==> config.mk <==
export PLATFORM = sky130hd
export DESIGN_NAME = calendar_date_shift_by_days
export DESIGN_NICKNAME = d
export VERILOG_FILES = /design/src/hw/rtl/cds_pkg.sv /design/src/hw/rtl/cds_dp.sv /design/src/hw/rtl/cds_ctrl.sv /design/src/hw/rtl/calendar_date_shift_by_days.sv
export VERILOG_INCLUDE_DIRS = /design/src /design/src/hw/rtl
export SDC_FILE = /design/constraint.sdc
export NUM_CORES = 1
export LEC_CHECK = 0
export ABC_AREA = 1
export BUFFER_PORTS_ARGS = -buffer_cell sky130_fd_sc_hd__buf_2
export CORE_UTILIZATION = 42
export CTS_CLUSTER_SIZE = 30
export DETAILED_ROUTE_END_ITERATION = 8
export GPL_TIMING_DRIVEN = 1
export PLACE_DENSITY_LB_ADDON = 0.12
export SLEW_MARGIN = 25
export SYNTH_ARGS = -nofsm -noshare
export SYNTH_HDL_FRONTEND = slang
export SYNTH_SLANG_ARGS = --single-unit
==> constraint.sdc <==
create_clock -name clock -period 8.21 [get_ports clock]
set_input_delay 2.0525 -clock clock [delete_from_list [all_inputs] [get_ports clock]]
set_output_delay 2.0525 -clock clock [all_outputs]
set_load 0.01 [all_outputs]
==> src/hw/rtl/calendar_date_shift_by_days_defines.svh <==
// Assertion macros shared by the date shift block.
`ifndef CALENDAR_DATE_SHIFT_BY_DAYS_DEFINES_SVH
`define CALENDAR_DATE_SHIFT_BY_DAYS_DEFINES_SVH

// Same-cycle implication, checked on every clock edge outside reset.
`define CDS_ASSERT_NOW(lbl, pre, post, msg) \
   lbl: assert property (@(posedge clock) disable iff (reset) (pre) |-> (post)) \
      else $error(msg);

// Next-cycle implication, checked on every clock edge outside reset.
`define CDS_ASSERT_NEXT(lbl, pre, post, msg) \
   lbl: assert property (@(posedge clock) disable iff (reset) (pre) |=> (post)) \
      else $error(msg);

`endif

==> src/hw/rtl/cds_pkg.sv <==
// Shared widths, codes, types and calendar functions of the date shift block.
package cds_pkg;

   localparam int YEAR_W   = 14;
   localparam int MONTH_W  = 4;
   localparam int DAY_W    = 5;
   localparam int STATUS_W = 2;

   localparam logic [YEAR_W-1:0]  YEAR_MAX   = 14'd9999;
   localparam logic [MONTH_W-1:0] MONTH_FIRST = 4'd1;
   localparam logic [MONTH_W-1:0] MONTH_LAST  = 4'd12;
   localparam logic [MONTH_W-1:0] MONTH_FEB   = 4'd2;
   localparam logic [DAY_W-1:0]   DAY_FIRST   = 5'd1;
   localparam logic [DAY_W-1:0]   DEC_DAYS    = 5'd31;

   localparam logic [STATUS_W-1:0] ST_OK       = 2'd0;
   localparam logic [STATUS_W-1:0] ST_BAD_DATE = 2'd1;
   localparam logic [STATUS_W-1:0] ST_RANGE    = 2'd2;

   // The year modulo 400 is found once per beat as y - 400 * floor(y * RECIP / 2^SHIFT).
   localparam int R400_W      = 9;
   localparam int Q_W         = 6;
   localparam int RECIP_W     = 13;
   localparam int RECIP_SHIFT = 21;
   localparam int PROD_W      = RECIP_SHIFT + Q_W;
   localparam logic [RECIP_W-1:0] RECIP_400 = 13'd5243;
   localparam logic [R400_W-1:0]  CYCLE_400 = 9'd400;
   localparam logic [R400_W-1:0]  R400_LAST = 9'd399;

   typedef struct packed {
      logic load;
      logic mul;
      logic rem;
      logic check;
      logic walk;
      logic emit;
   } cds_cmd_type;

   typedef struct packed {
      logic check_fail;
      logic walk_done;
   } cds_sts_type;

   function automatic logic is_leap(input logic [1:0] y_low, input logic [R400_W-1:0] r400);
      logic century;
      century = (r400 == 9'd100) || (r400 == 9'd200) || (r400 == 9'd300);
      return ((y_low == 2'd0) && !century) || (r400 == 9'd0);
   endfunction

   function automatic logic [DAY_W-1:0] month_length(input logic [MONTH_W-1:0] month,
                                                     input logic leap);
      logic [DAY_W-1:0] n;
      case (month)
         4'd2:    n = leap ? 5'd29 : 5'd28;
         4'd4:    n = 5'd30;
         4'd6:    n = 5'd30;
         4'd9:    n = 5'd30;
         4'd11:   n = 5'd30;
         default: n = 5'd31;
      endcase
      return n;
   endfunction

endpackage

==> src/hw/rtl/cds_dp.sv <==
// Datapath of the date shift block: working date, day budget and result register.
`include "calendar_date_shift_by_days_defines.svh"

module cds_dp #(
   parameter int SHIFT_WIDTH = 16
) (
   input  logic                          clock,
   input  logic                          reset,
   input  cds_pkg::cds_cmd_type          cmd,
   output cds_pkg::cds_sts_type          sts,
   input  logic                          req_opcode,
   input  logic [cds_pkg::YEAR_W-1:0]    req_start_year,
   input  logic [cds_pkg::MONTH_W-1:0]   req_start_month,
   input  logic [cds_pkg::DAY_W-1:0]     req_start_day,
   input  logic [SHIFT_WIDTH-1:0]        req_shift_days,
   output logic [cds_pkg::YEAR_W-1:0]    rsp_result_year,
   output logic [cds_pkg::MONTH_W-1:0]   rsp_result_month,
   output logic [cds_pkg::DAY_W-1:0]     rsp_result_day,
   output logic [cds_pkg::STATUS_W-1:0]  rsp_status
);

   logic                           dir_ff, dir_in;
   logic [cds_pkg::YEAR_W-1:0]     y0_ff, y0_in, y_ff, y_in;
   logic [cds_pkg::MONTH_W-1:0]    m0_ff, m0_in, m_ff, m_in;
   logic [cds_pkg::DAY_W-1:0]      d0_ff, d0_in, d_ff, d_in;
   logic [SHIFT_WIDTH-1:0]         sub_ff, sub_in;
   logic [cds_pkg::Q_W-1:0]        q_ff, q_in;
   logic [cds_pkg::R400_W-1:0]     r400_ff, r400_in;
   logic [cds_pkg::STATUS_W-1:0]   st_ff, st_in;
   logic [cds_pkg::YEAR_W-1:0]     out_y_ff, out_y_in;
   logic [cds_pkg::MONTH_W-1:0]    out_m_ff, out_m_in;
   logic [cds_pkg::DAY_W-1:0]      out_d_ff, out_d_in;
   logic [cds_pkg::STATUS_W-1:0]   out_st_ff, out_st_in;

   logic [cds_pkg::PROD_W-1:0]     prod;
   logic [cds_pkg::YEAR_W-1:0]     rem_full;
   logic                           leap_cur;
   logic [cds_pkg::DAY_W-1:0]      ml_cur, ml_prev, gap;
   logic [cds_pkg::MONTH_W-1:0]    m_prev;
   logic [SHIFT_WIDTH-1:0]         gap_ext, step_ext, d_ext;
   logic                           date_bad;
   logic [cds_pkg::STATUS_W-1:0]   check_st;
   logic                           fits;
   logic                           walk_done;

   always_comb begin
      prod     = cds_pkg::PROD_W'(y0_ff) * cds_pkg::PROD_W'(cds_pkg::RECIP_400);
      rem_full = y0_ff - (cds_pkg::YEAR_W'(q_ff) * cds_pkg::YEAR_W'(cds_pkg::CYCLE_400));
      leap_cur = cds_pkg::is_leap(y_ff[1:0], r400_ff);
      ml_cur   = cds_pkg::month_length(m_ff, leap_cur);
      m_prev   = m_ff - cds_pkg::MONTH_FIRST;
      ml_prev  = cds_pkg::month_length(m_prev, leap_cur);
      gap      = ml_cur - d_ff;
      gap_ext  = {{(SHIFT_WIDTH-cds_pkg::DAY_W){1'b0}}, gap};
      step_ext = {{(SHIFT_WIDTH-cds_pkg::DAY_W-1){1'b0}},
                  ({1'b0, gap} + {{cds_pkg::DAY_W{1'b0}}, 1'b1})};
      d_ext    = {{(SHIFT_WIDTH-cds_pkg::DAY_W){1'b0}}, d_ff};

      date_bad = (m_ff < cds_pkg::MONTH_FIRST) || (m_ff > cds_pkg::MONTH_LAST) ||
                 (d_ff == '0) || (d_ff > ml_cur);
      if (date_bad) begin
         check_st = cds_pkg::ST_BAD_DATE;
      end else if (y_ff > cds_pkg::YEAR_MAX) begin
         check_st = cds_pkg::ST_RANGE;
      end else begin
         check_st = cds_pkg::ST_OK;
      end

      fits = dir_ff ? (sub_ff <= gap_ext) : (d_ext > sub_ff);
      walk_done = (sub_ff == '0) || fits ||
                  (dir_ff && (m_ff == cds_pkg::MONTH_LAST) && (y_ff == cds_pkg::YEAR_MAX)) ||
                  (!dir_ff && (m_ff == cds_pkg::MONTH_FIRST) && (y_ff == '0));

      dir_in    = dir_ff;
      y0_in     = y0_ff;
      m0_in     = m0_ff;
      d0_in     = d0_ff;
      y_in      = y_ff;
      m_in      = m_ff;
      d_in      = d_ff;
      sub_in    = sub_ff;
      q_in      = q_ff;
      r400_in   = r400_ff;
      st_in     = st_ff;
      out_y_in  = out_y_ff;
      out_m_in  = out_m_ff;
      out_d_in  = out_d_ff;
      out_st_in = out_st_ff;

      if (cmd.load) begin
         dir_in = req_opcode;
         y0_in  = req_start_year;
         m0_in  = req_start_month;
         d0_in  = req_start_day;
         y_in   = req_start_year;
         m_in   = req_start_month;
         d_in   = req_start_day;
         sub_in = req_shift_days;
      end
      if (cmd.mul) begin
         q_in = prod[cds_pkg::PROD_W-1 -: cds_pkg::Q_W];
      end
      if (cmd.rem) begin
         r400_in = rem_full[cds_pkg::R400_W-1:0];
      end
      if (cmd.check) begin
         st_in = check_st;
      end
      if (cmd.walk && (sub_ff != '0)) begin
         if (fits) begin
            d_in   = dir_ff ? (d_ff + sub_ff[cds_pkg::DAY_W-1:0])
                            : (d_ff - sub_ff[cds_pkg::DAY_W-1:0]);
            sub_in = '0;
         end else if (dir_ff) begin
            sub_in = sub_ff - step_ext;
            d_in   = cds_pkg::DAY_FIRST;
            if (m_ff == cds_pkg::MONTH_LAST) begin
               if (y_ff == cds_pkg::YEAR_MAX) begin
                  st_in = cds_pkg::ST_RANGE;
               end else begin
                  m_in    = cds_pkg::MONTH_FIRST;
                  y_in    = y_ff + 1'b1;
                  r400_in = (r400_ff == cds_pkg::R400_LAST) ? '0 : r400_ff + 1'b1;
               end
            end else begin
               m_in = m_ff + 1'b1;
            end
         end else begin
            sub_in = sub_ff - d_ext;
            if (m_ff == cds_pkg::MONTH_FIRST) begin
               if (y_ff == '0) begin
                  st_in = cds_pkg::ST_RANGE;
               end else begin
                  m_in    = cds_pkg::MONTH_LAST;
                  y_in    = y_ff - 1'b1;
                  r400_in = (r400_ff == '0) ? cds_pkg::R400_LAST : r400_ff - 1'b1;
                  d_in    = cds_pkg::DEC_DAYS;
               end
            end else begin
               m_in = m_prev;
               d_in = ml_prev;
            end
         end
      end
      if (cmd.emit) begin
         out_st_in = st_ff;
         if (st_ff != cds_pkg::ST_OK) begin
            out_y_in = y0_ff;
            out_m_in = m0_ff;
            out_d_in = d0_ff;
         end else begin
            out_y_in = y_ff;
            out_m_in = m_ff;
            out_d_in = d_ff;
         end
      end
   end

   always_ff @(posedge clock) begin
      dir_ff    <= dir_in;
      y0_ff     <= y0_in;
      m0_ff     <= m0_in;
      d0_ff     <= d0_in;
      y_ff      <= y_in;
      m_ff      <= m_in;
      d_ff      <= d_in;
      sub_ff    <= sub_in;
      q_ff      <= q_in;
      r400_ff   <= r400_in;
      st_ff     <= st_in;
      out_y_ff  <= out_y_in;
      out_m_ff  <= out_m_in;
      out_d_ff  <= out_d_in;
      out_st_ff <= out_st_in;
   end

   assign sts.check_fail = (check_st != cds_pkg::ST_OK);
   assign sts.walk_done  = walk_done;

   assign rsp_result_year  = out_y_ff;
   assign rsp_result_month = out_m_ff;
   assign rsp_result_day   = out_d_ff;
   assign rsp_status       = out_st_ff;

   `CDS_ASSERT_NOW(a_walk_month_legal, cmd.walk,
      (m_ff >= cds_pkg::MONTH_FIRST) && (m_ff <= cds_pkg::MONTH_LAST),
      "Month left 1..12 during the walk.")

endmodule

==> src/hw/rtl/cds_ctrl.sv <==
// Controller of the date shift block: sequences setup, the month walk and the result beat.
`include "calendar_date_shift_by_days_defines.svh"

module cds_ctrl (
   input  logic                  clock,
   input  logic                  reset,
   input  logic                  req_valid,
   output logic                  req_ready,
   output logic                  rsp_valid,
   input  logic                  rsp_ready,
   output cds_pkg::cds_cmd_type  cmd,
   input  cds_pkg::cds_sts_type  sts
);

   localparam logic [2:0] S_IDLE   = 3'd0;
   localparam logic [2:0] S_MUL    = 3'd1;
   localparam logic [2:0] S_REM    = 3'd2;
   localparam logic [2:0] S_CHECK  = 3'd3;
   localparam logic [2:0] S_WALK   = 3'd4;
   localparam logic [2:0] S_FINISH = 3'd5;

   logic [2:0] state_ff, state_in;
   logic       rsp_valid_ff, rsp_valid_in;
   logic       slot_free;

   always_comb begin
      slot_free    = !rsp_valid_ff || rsp_ready;
      state_in     = state_ff;
      rsp_valid_in = rsp_valid_ff && !rsp_ready;
      cmd          = '0;
      case (state_ff)
         S_IDLE: begin
            if (req_valid) begin
               cmd.load = 1'b1;
               state_in = S_MUL;
            end
         end
         S_MUL: begin
            cmd.mul  = 1'b1;
            state_in = S_REM;
         end
         S_REM: begin
            cmd.rem  = 1'b1;
            state_in = S_CHECK;
         end
         S_CHECK: begin
            cmd.check = 1'b1;
            state_in  = sts.check_fail ? S_FINISH : S_WALK;
         end
         S_WALK: begin
            cmd.walk = 1'b1;
            if (sts.walk_done) begin
               state_in = S_FINISH;
            end
         end
         S_FINISH: begin
            if (slot_free) begin
               cmd.emit     = 1'b1;
               rsp_valid_in = 1'b1;
               state_in     = S_IDLE;
            end
         end
         default: begin
            state_in = S_IDLE;
         end
      endcase
   end

   always_ff @(posedge clock) begin
      if (reset) begin
         state_ff     <= S_IDLE;
         rsp_valid_ff <= 1'b0;
      end else begin
         state_ff     <= state_in;
         rsp_valid_ff <= rsp_valid_in;
      end
   end

   assign req_ready = (state_ff == S_IDLE);
   assign rsp_valid = rsp_valid_ff;

   `CDS_ASSERT_NOW(a_emit_slot_free, cmd.emit, !rsp_valid_ff || rsp_ready,
      "Result register overwritten while its beat was pending.")
   `CDS_ASSERT_NEXT(a_bad_date_skips_walk, (state_ff == S_CHECK) && sts.check_fail,
      state_ff == S_FINISH, "Rejected date entered the month walk.")
   `CDS_ASSERT_NEXT(a_load_starts_setup, cmd.load, state_ff == S_MUL,
      "Accepted beat did not start the setup sequence.")

endmodule

==> src/hw/rtl/calendar_date_shift_by_days.sv <==
// Top level of the Gregorian date shift block.
// Moves a date forward (opcode 1) or backward (opcode 0) by req_shift_days days, walking one
// calendar month per clock cycle. An item first runs its setup steps (year modulo 400 and date
// check), then walks the months until the remaining days fit or the year range ends, then loads
// the result register once it is free; a 16-bit count crosses up to roughly 2160 months.
// A bad month or day returns status 1 and a year outside 0..9999 returns status 2, each with
// the start date echoed. The next request is taken once the result sits in the output
// register, while that result still waits for its beat.
module calendar_date_shift_by_days #(
   parameter int SHIFT_WIDTH = 16
) (
   input  logic                          clock,
   input  logic                          reset,
   input  logic                          req_valid,
   output logic                          req_ready,
   input  logic                          req_opcode,
   input  logic [cds_pkg::YEAR_W-1:0]    req_start_year,
   input  logic [cds_pkg::MONTH_W-1:0]   req_start_month,
   input  logic [cds_pkg::DAY_W-1:0]     req_start_day,
   input  logic [SHIFT_WIDTH-1:0]        req_shift_days,
   output logic                          rsp_valid,
   input  logic                          rsp_ready,
   output logic [cds_pkg::YEAR_W-1:0]    rsp_result_year,
   output logic [cds_pkg::MONTH_W-1:0]   rsp_result_month,
   output logic [cds_pkg::DAY_W-1:0]     rsp_result_day,
   output logic [cds_pkg::STATUS_W-1:0]  rsp_status
);

   cds_pkg::cds_cmd_type cmd;
   cds_pkg::cds_sts_type sts;

   cds_ctrl u_ctrl (
      .clock     (clock),
      .reset     (reset),
      .req_valid (req_valid),
      .req_ready (req_ready),
      .rsp_valid (rsp_valid),
      .rsp_ready (rsp_ready),
      .cmd       (cmd),
      .sts       (sts)
   );

   cds_dp #(
      .SHIFT_WIDTH (SHIFT_WIDTH)
   ) u_dp (
      .clock            (clock),
      .reset            (reset),
      .cmd              (cmd),
      .sts              (sts),
      .req_opcode       (req_opcode),
      .req_start_year   (req_start_year),
      .req_start_month  (req_start_month),
      .req_start_day    (req_start_day),
      .req_shift_days   (req_shift_days),
      .rsp_result_year  (rsp_result_year),
      .rsp_result_month (rsp_result_month),
      .rsp_result_day   (rsp_result_day),
      .rsp_status       (rsp_status)
   );

endmodule

# Word level (Yosys, flattened, before mapping)
# Index checks and enable logic that the tools add are counted.
dict set report classes {
  n_eq_ne 25
  div_mod_pow 0
  order_cmp 6
  n_bitwise 0
  shift 0
  n_mux 69
  addsub 13
  multipliers 2
  reduce_logical 34
}
# cell n
set ops {}
lappend ops {{14-bit two-way mux} 9}
lappend ops {{9-bit two-way mux} 10}
lappend ops {{16-bit two-way mux} 4}
lappend ops {{5-bit two-way mux} 8}
lappend ops {{4-bit two-way mux} 9}
lappend ops {{14-bit by 13-bit multiplier with 27-bit output (second input constant)} 1}
lappend ops {{4-bit equality test (second input constant)} 5}
lappend ops {{2-bit two-way mux} 10}
lappend ops {{5-bit one-hot mux with 2 select lines} 2}
lappend ops {{9-bit equality test (second input constant)} 2}
lappend ops {{3-bit one-hot mux with 6 select lines} 1}
lappend ops {{4-bit by 3-bit equality test with 1-bit output (second input constant)} 4}
lappend ops {{5-bit by 16-bit greater-than comparator with 1-bit output} 1}
lappend ops {{16-bit by 5-bit less-or-equal comparator with 1-bit output} 1}
lappend ops {{16-bit zero test} 1}
lappend ops {{16-bit nonzero test} 1}
lappend ops {{16-bit by 5-bit subtractor with 16-bit output} 1}
lappend ops {{16-bit by 6-bit subtractor with 16-bit output} 1}
lappend ops {{14-bit by 1-bit adder with 14-bit output (second input constant)} 1}
lappend ops {{14-bit equality test (second input constant)} 1}
lappend ops {{14-bit greater-than comparator (second input constant)} 1}
lappend ops {{14-bit zero test} 1}
lappend ops {{14-bit by 1-bit subtractor with 14-bit output (second input constant)} 1}
lappend ops {{1-bit two-way mux} 13}
lappend ops {{other kinds (32)} 60}
dict set report word_totals {
  memories 0
  latch_bits 0
  rom_bits 0
  inputBits 44
  word_cells 166
  ram_bits 0
  regBits 109
}

# Logic depth before layout (Yosys ltp)
dict set report depth {
  ltp_word 17
  ltp_mapped 29
}

# By module
# Synthesis repeated with hierarchy kept, for this count alone.
dict set report unflattened {
  hier_cells 1561
  hier_area_um2 11563.6
}
# mod n_inst area_each_um2 cells_each seq_area_each_um2
set by_module_without_submodules {}
lappend by_module_without_submodules {cds_dp 1 11305.8 1516 2782.7}
lappend by_module_without_submodules {cds_ctrl 1 257.7 45 80.1}

# Worst setup path before layout
# Ideal clock, no wire load.
dict set report synth_path {
  path_type {register to register}
  start {reg u_dp.y0_ff[8] (netlist name)}
  end {reg u_dp.q_ff[3] (netlist name), data pin}
  t_arrival_ns 3.998
  path_slack_ns 3.959
  path_stages_with_launch 18
  required_ns 7.957
  path_cell_list {edfxtp_1 > ha_1 > inv_1 > fa_1 > inv_1 > fa_1 > inv_1 > fa_1 > fa_1 > inv_1 > ha_1 > a21o_1 > a31oi_1 > nor2_1 > o21ai_0 > nand3_1 > nand2_1 > nand2_1}
}
dict set report synth_between {
  elab_chain_len 1
}
# element line
set synth_lines {}
lappend synth_lines {{from (decl)} cds_dp.sv:23} ;# logic [cds_pkg::YEAR_W-1:0] y0_ff, y0_in, y_ff, y_in;
lappend synth_lines {{from (signal assigned)} cds_dp.sv:161} ;# y0_ff <= y0_in;
lappend synth_lines {{14-bit by 13-bit multiplier with 27-bit output} cds_dp.sv:47} ;# prod = cds_pkg::PROD_W'(y0_ff) * cds_pkg::PROD_W'(cds_pkg::RECIP_400);
lappend synth_lines {{via u_dp.prod (one bit)} cds_dp.sv:35} ;# logic [cds_pkg::PROD_W-1:0] prod;
lappend synth_lines {{to (signal assigned)} cds_dp.sv:168} ;# q_ff <= q_in;
lappend synth_lines {{to (decl)} cds_dp.sv:27} ;# logic [cds_pkg::Q_W-1:0] q_ff, q_in;
# The timed path passes the listed nets, and every way through them passes these cells.
# A chain may end at the register's enable or synchronous reset.

# Worst setup path in the final report
dict set report layout_path {
  start {reg u_dp.y0_ff[12] (netlist name)}
  end {reg u_dp.q_ff[1] (netlist name), data pin}
}
# Same word-level chain as after synthesis.

==> impl_metrics.csv <==
group,metric,value,unit
timing,finalHoldViolations,0,
synthesis,synth-seq-area-share,25.3,%
layout,insertedDiodeCount,0,
synthesis,yosysWarningCount,0,
route,drt-vias-per-instance,5.21,
grt,grt_max_degree,51,
die,dieArea,0.0277,sq mm
clocking,post_cts_buffers,0,
flow_run,drv_cap,0,
status,violations,"design-rule violations",
place,post-place-ws,3.63,ns
timing,finClkSkew,0.0104,ns
clocking,cts_tree,"yes",
layout,n_fill_cell,2660,
die,die_w,166,um
place,dp_hpwl,24.5,mm
worst_setup_path,slowest_delay,0.62,ns
clocking,cts.clk_slew.worst_paths,0.08,ns
worst_setup_path,path_common_cell,"fa_1",
clocking,cts_made_buffers,9,
worst_setup_path,cp_slowest_cell,"nor4_1",
synthesis,syn_inst,1494,
layout,final_layout_size_suffix_gt1_share,8.84,%
clocking,cts_max_level,3,
timing,fin_crit_sh,57.4,%
worst_setup_path,cpLargestDelayFamily,"adder cells",
worst_setup_path,crit_type,"reg2reg",
status,status,"finished with violations",
synthesis,ys.flop_type,"edfxtp_1",
die,core_area,0.0263,sq mm
timing,hold_ws,0.532,ns
synthesis,syn_nets,1733,
clocking,clkLatencyLatePin,0.36,ns
clocking,clock_sinks,108,
worst_setup_path,critPathBufInv,2,
worst_setup_path,critPathRequiredTime,8.32,ns
synthesis,synth_edf_count,70,
synthesis,synth_area,0.0113,sq mm
grt,grt_first_pass_wirelength,50.6,mm
clocking,cts_root_buf,"clkbuf_16",
synthesis,ys_types,52,
timing,finalSetupTns,0,ns
die,fp.dieH,166,um
timing,rsz0062_at_grt,"no",
route,wl,31.1,mm
timing,setup_viol,0,
synthesis,ys_ff_latch,108,
clocking,ctsHoldBuffers,0,
layout,nets,1783,
grt,grt_pass1_vias,9552,
timing,period_needed,4.71,ns
synthesis,async_reset_ff_share,0,%
grt,grt-ovfl-total,0,
layout,area_growth,8.51,%
grt,grtUsageTotal,23.2,%
synthesis,synth.avg_cell_area,7.59,sq um
route,drt-initial-drc-count,707,
route,drt_pass1_iterations,7,
layout,seq_area,0.00286,sq mm
grt,antenna_found_initial,1,
clocking,cts_buffer_depth,2,
timing,worst_slack,3.50,ns
worst_setup_path,path_cells,"ha_1 > inv_1 > fa_1 > fa_1 > inv_1 > fa_1 > fa_1 > ha_1 > nand2_1 > nor4_1 > o2111ai_1 > nand3_1 > xor2_1",
timing,worstMarginPinSlew,1.01,ns
worst_setup_path,cp-start-kind,"flip-flop",
layout,stdcell_count,1884,
worst_setup_path,cp.arrival,4.82,ns
die,start_util,43.1,%
route,postRouteAntennaNets,0,
worst_setup_path,cp_max_fo,7,
timing,fmax,212,MHz
worst_setup_path,end_kind,"flip-flop",
clocking,cts_resized,0,
place,placed_cells,1867,
die,io_pins,71,
route,wl_per_cell,16.5,um
place,globalplace.congestion,0.916,
timing,relSlewSlack,32.4,%
layout,multi_input_area,0.00736,sq mm
timing,drv_slew,0,
min_path,hp-class,"reg2reg",
place,port_buffers,70,
route,drc,4,
die,rows,59,
route,vias,9825,
-- cells by family (layout without fill, tap and decap cells) --
group | after synthesis | in the layout | share of synthesized area (%)
and+or+nand+nor | 622 | 622 | 23.8
xor gates and xnor gates | 43 | 43 | 3.32
adders and majority gates | 195 | 195 | 26.0
buffers and inverters | 287 | 342 | 10.1
DFF | 108 | 108 | 25.3
AOI/OAI and AO/OA | 239 | 239 | 11.6
-- through the flow --
step | utilization [%] | cell area [sq um]
floorplan | - | 11300
global placement | 45.5 | 12000
finish | 46.8 | 12300
detailed placement | 45.5 | 12000
global route | 46.8 | 12300
CTS | 46.7 | 12300
-- cells in the final DEF, fill, tap and decap left out, types with 10 or more instances in the layout --
cell | synthesis | final
nand3_1 | 87 | 87
nand2_1 | 355 | 355
o21ai_0 | 121 | 121
inv_1 | 245 | 245
nand4_1 | 25 | 25
buf_2 | 13 | 70
edfxtp_1 | 70 | 70
nor3_1 | 13 | 13
xor2_1 | 33 | 33
dfxtp_1 | 38 | 38
nor2_1 | 100 | 98
a21oi_1 | 72 | 71
ha_1 | 128 | 128
xnor2_1 | 10 | 10
fa_1 | 67 | 67
-- layer usage --
metal	global-route usage, %	vias up	wire [um]
li1	-	4966	-
met1	32.9	4581	15000
met2	37.2	244	14000
met3	2.88	32	1530
met4	6.68	2	512
met5	0	-	10
-- state kept, by name, summed over array words and instances, names as in the netlist, 3 cells and up --
name                   cells
u_dp.sub_ff               16
u_dp.rsp_result_day        5
u_dp.d0_ff                 5
u_dp.rsp_result_month      4
u_dp.y0_ff                14
u_dp.y_ff                 14
u_dp.rsp_result_year      14
u_dp.r400_ff               9
u_dp.d_ff                  5
u_dp.m0_ff                 4
u_dp.m_ff                  4
u_ctrl.state_ff            3
u_dp.q_ff                  5
-- cell usage after synthesis (3+ instances only) --
cell type  instances  area [sq um]
a31oi_1            7          43.8
o21ai_1            6          30.0
ha_1             128          1600
nor2_1           100           375
buf_6              3          33.8
nor3_1            13          65.1
a21oi_1           72           360
edfxtp_1          70          2100
a21o_1             5          37.5
nand3_1           87           435
o211ai_1           8          60.1
or2_2              6          37.5
nand4_1           25           156
inv_1            245           920
buf_2             13          65.1
fa_1              67          1340
nor2_4             3          33.8
inv_2              4          15.0
dfxtp_1           38           761
o31ai_1            5          37.5
nand2_2            6          37.5
nand2_1          355          1330
nand3b_1           3          22.5
clkbuf_1          12          45.0
inv_4              3          18.8
o211ai_2           3          37.5
nor2_2             8          50.1
nor4_1             3          18.8
xnor2_1           10          87.6
xor2_1            33           289
buf_1              4          15.0
o21ai_0          121           606
-- cell type report --
| type | instances | area share [%] |
|---|---|---|
| Clock buffer | 9 | 1.83 |
| Clock inverter | 7 | 0.671 |
| Sequential cell | 108 | 23.3 |
| Timing Repair Buffer | 74 | 3.26 |
| Inverter | 252 | 7.75 |
| Multi-Input combinational cell | 1099 | 59.8 |
| Tap cell | 335 | 3.41 |
-- path summary, 6_finish.rpt --
path / start / endpoint / slack (ns) / cells past startpoint
worst max-delay path: u_dp.y0_ff[12] / u_dp.q_ff[1] / 3.50 / 13
worst min-delay path: u_dp.st_ff[1] / u_dp.rsp_status[1] / 0.53 / 0
worst max register to register: u_dp.y0_ff[12] / u_dp.q_ff[1] / 3.50 / 13
worst min register to register: u_dp.st_ff[1] / u_dp.rsp_status[1] / 0.53 / 0
Power is left out: the tool's default activity adds up to more than one toggle a clock period on the data nets, which glitch-free logic cannot reach.
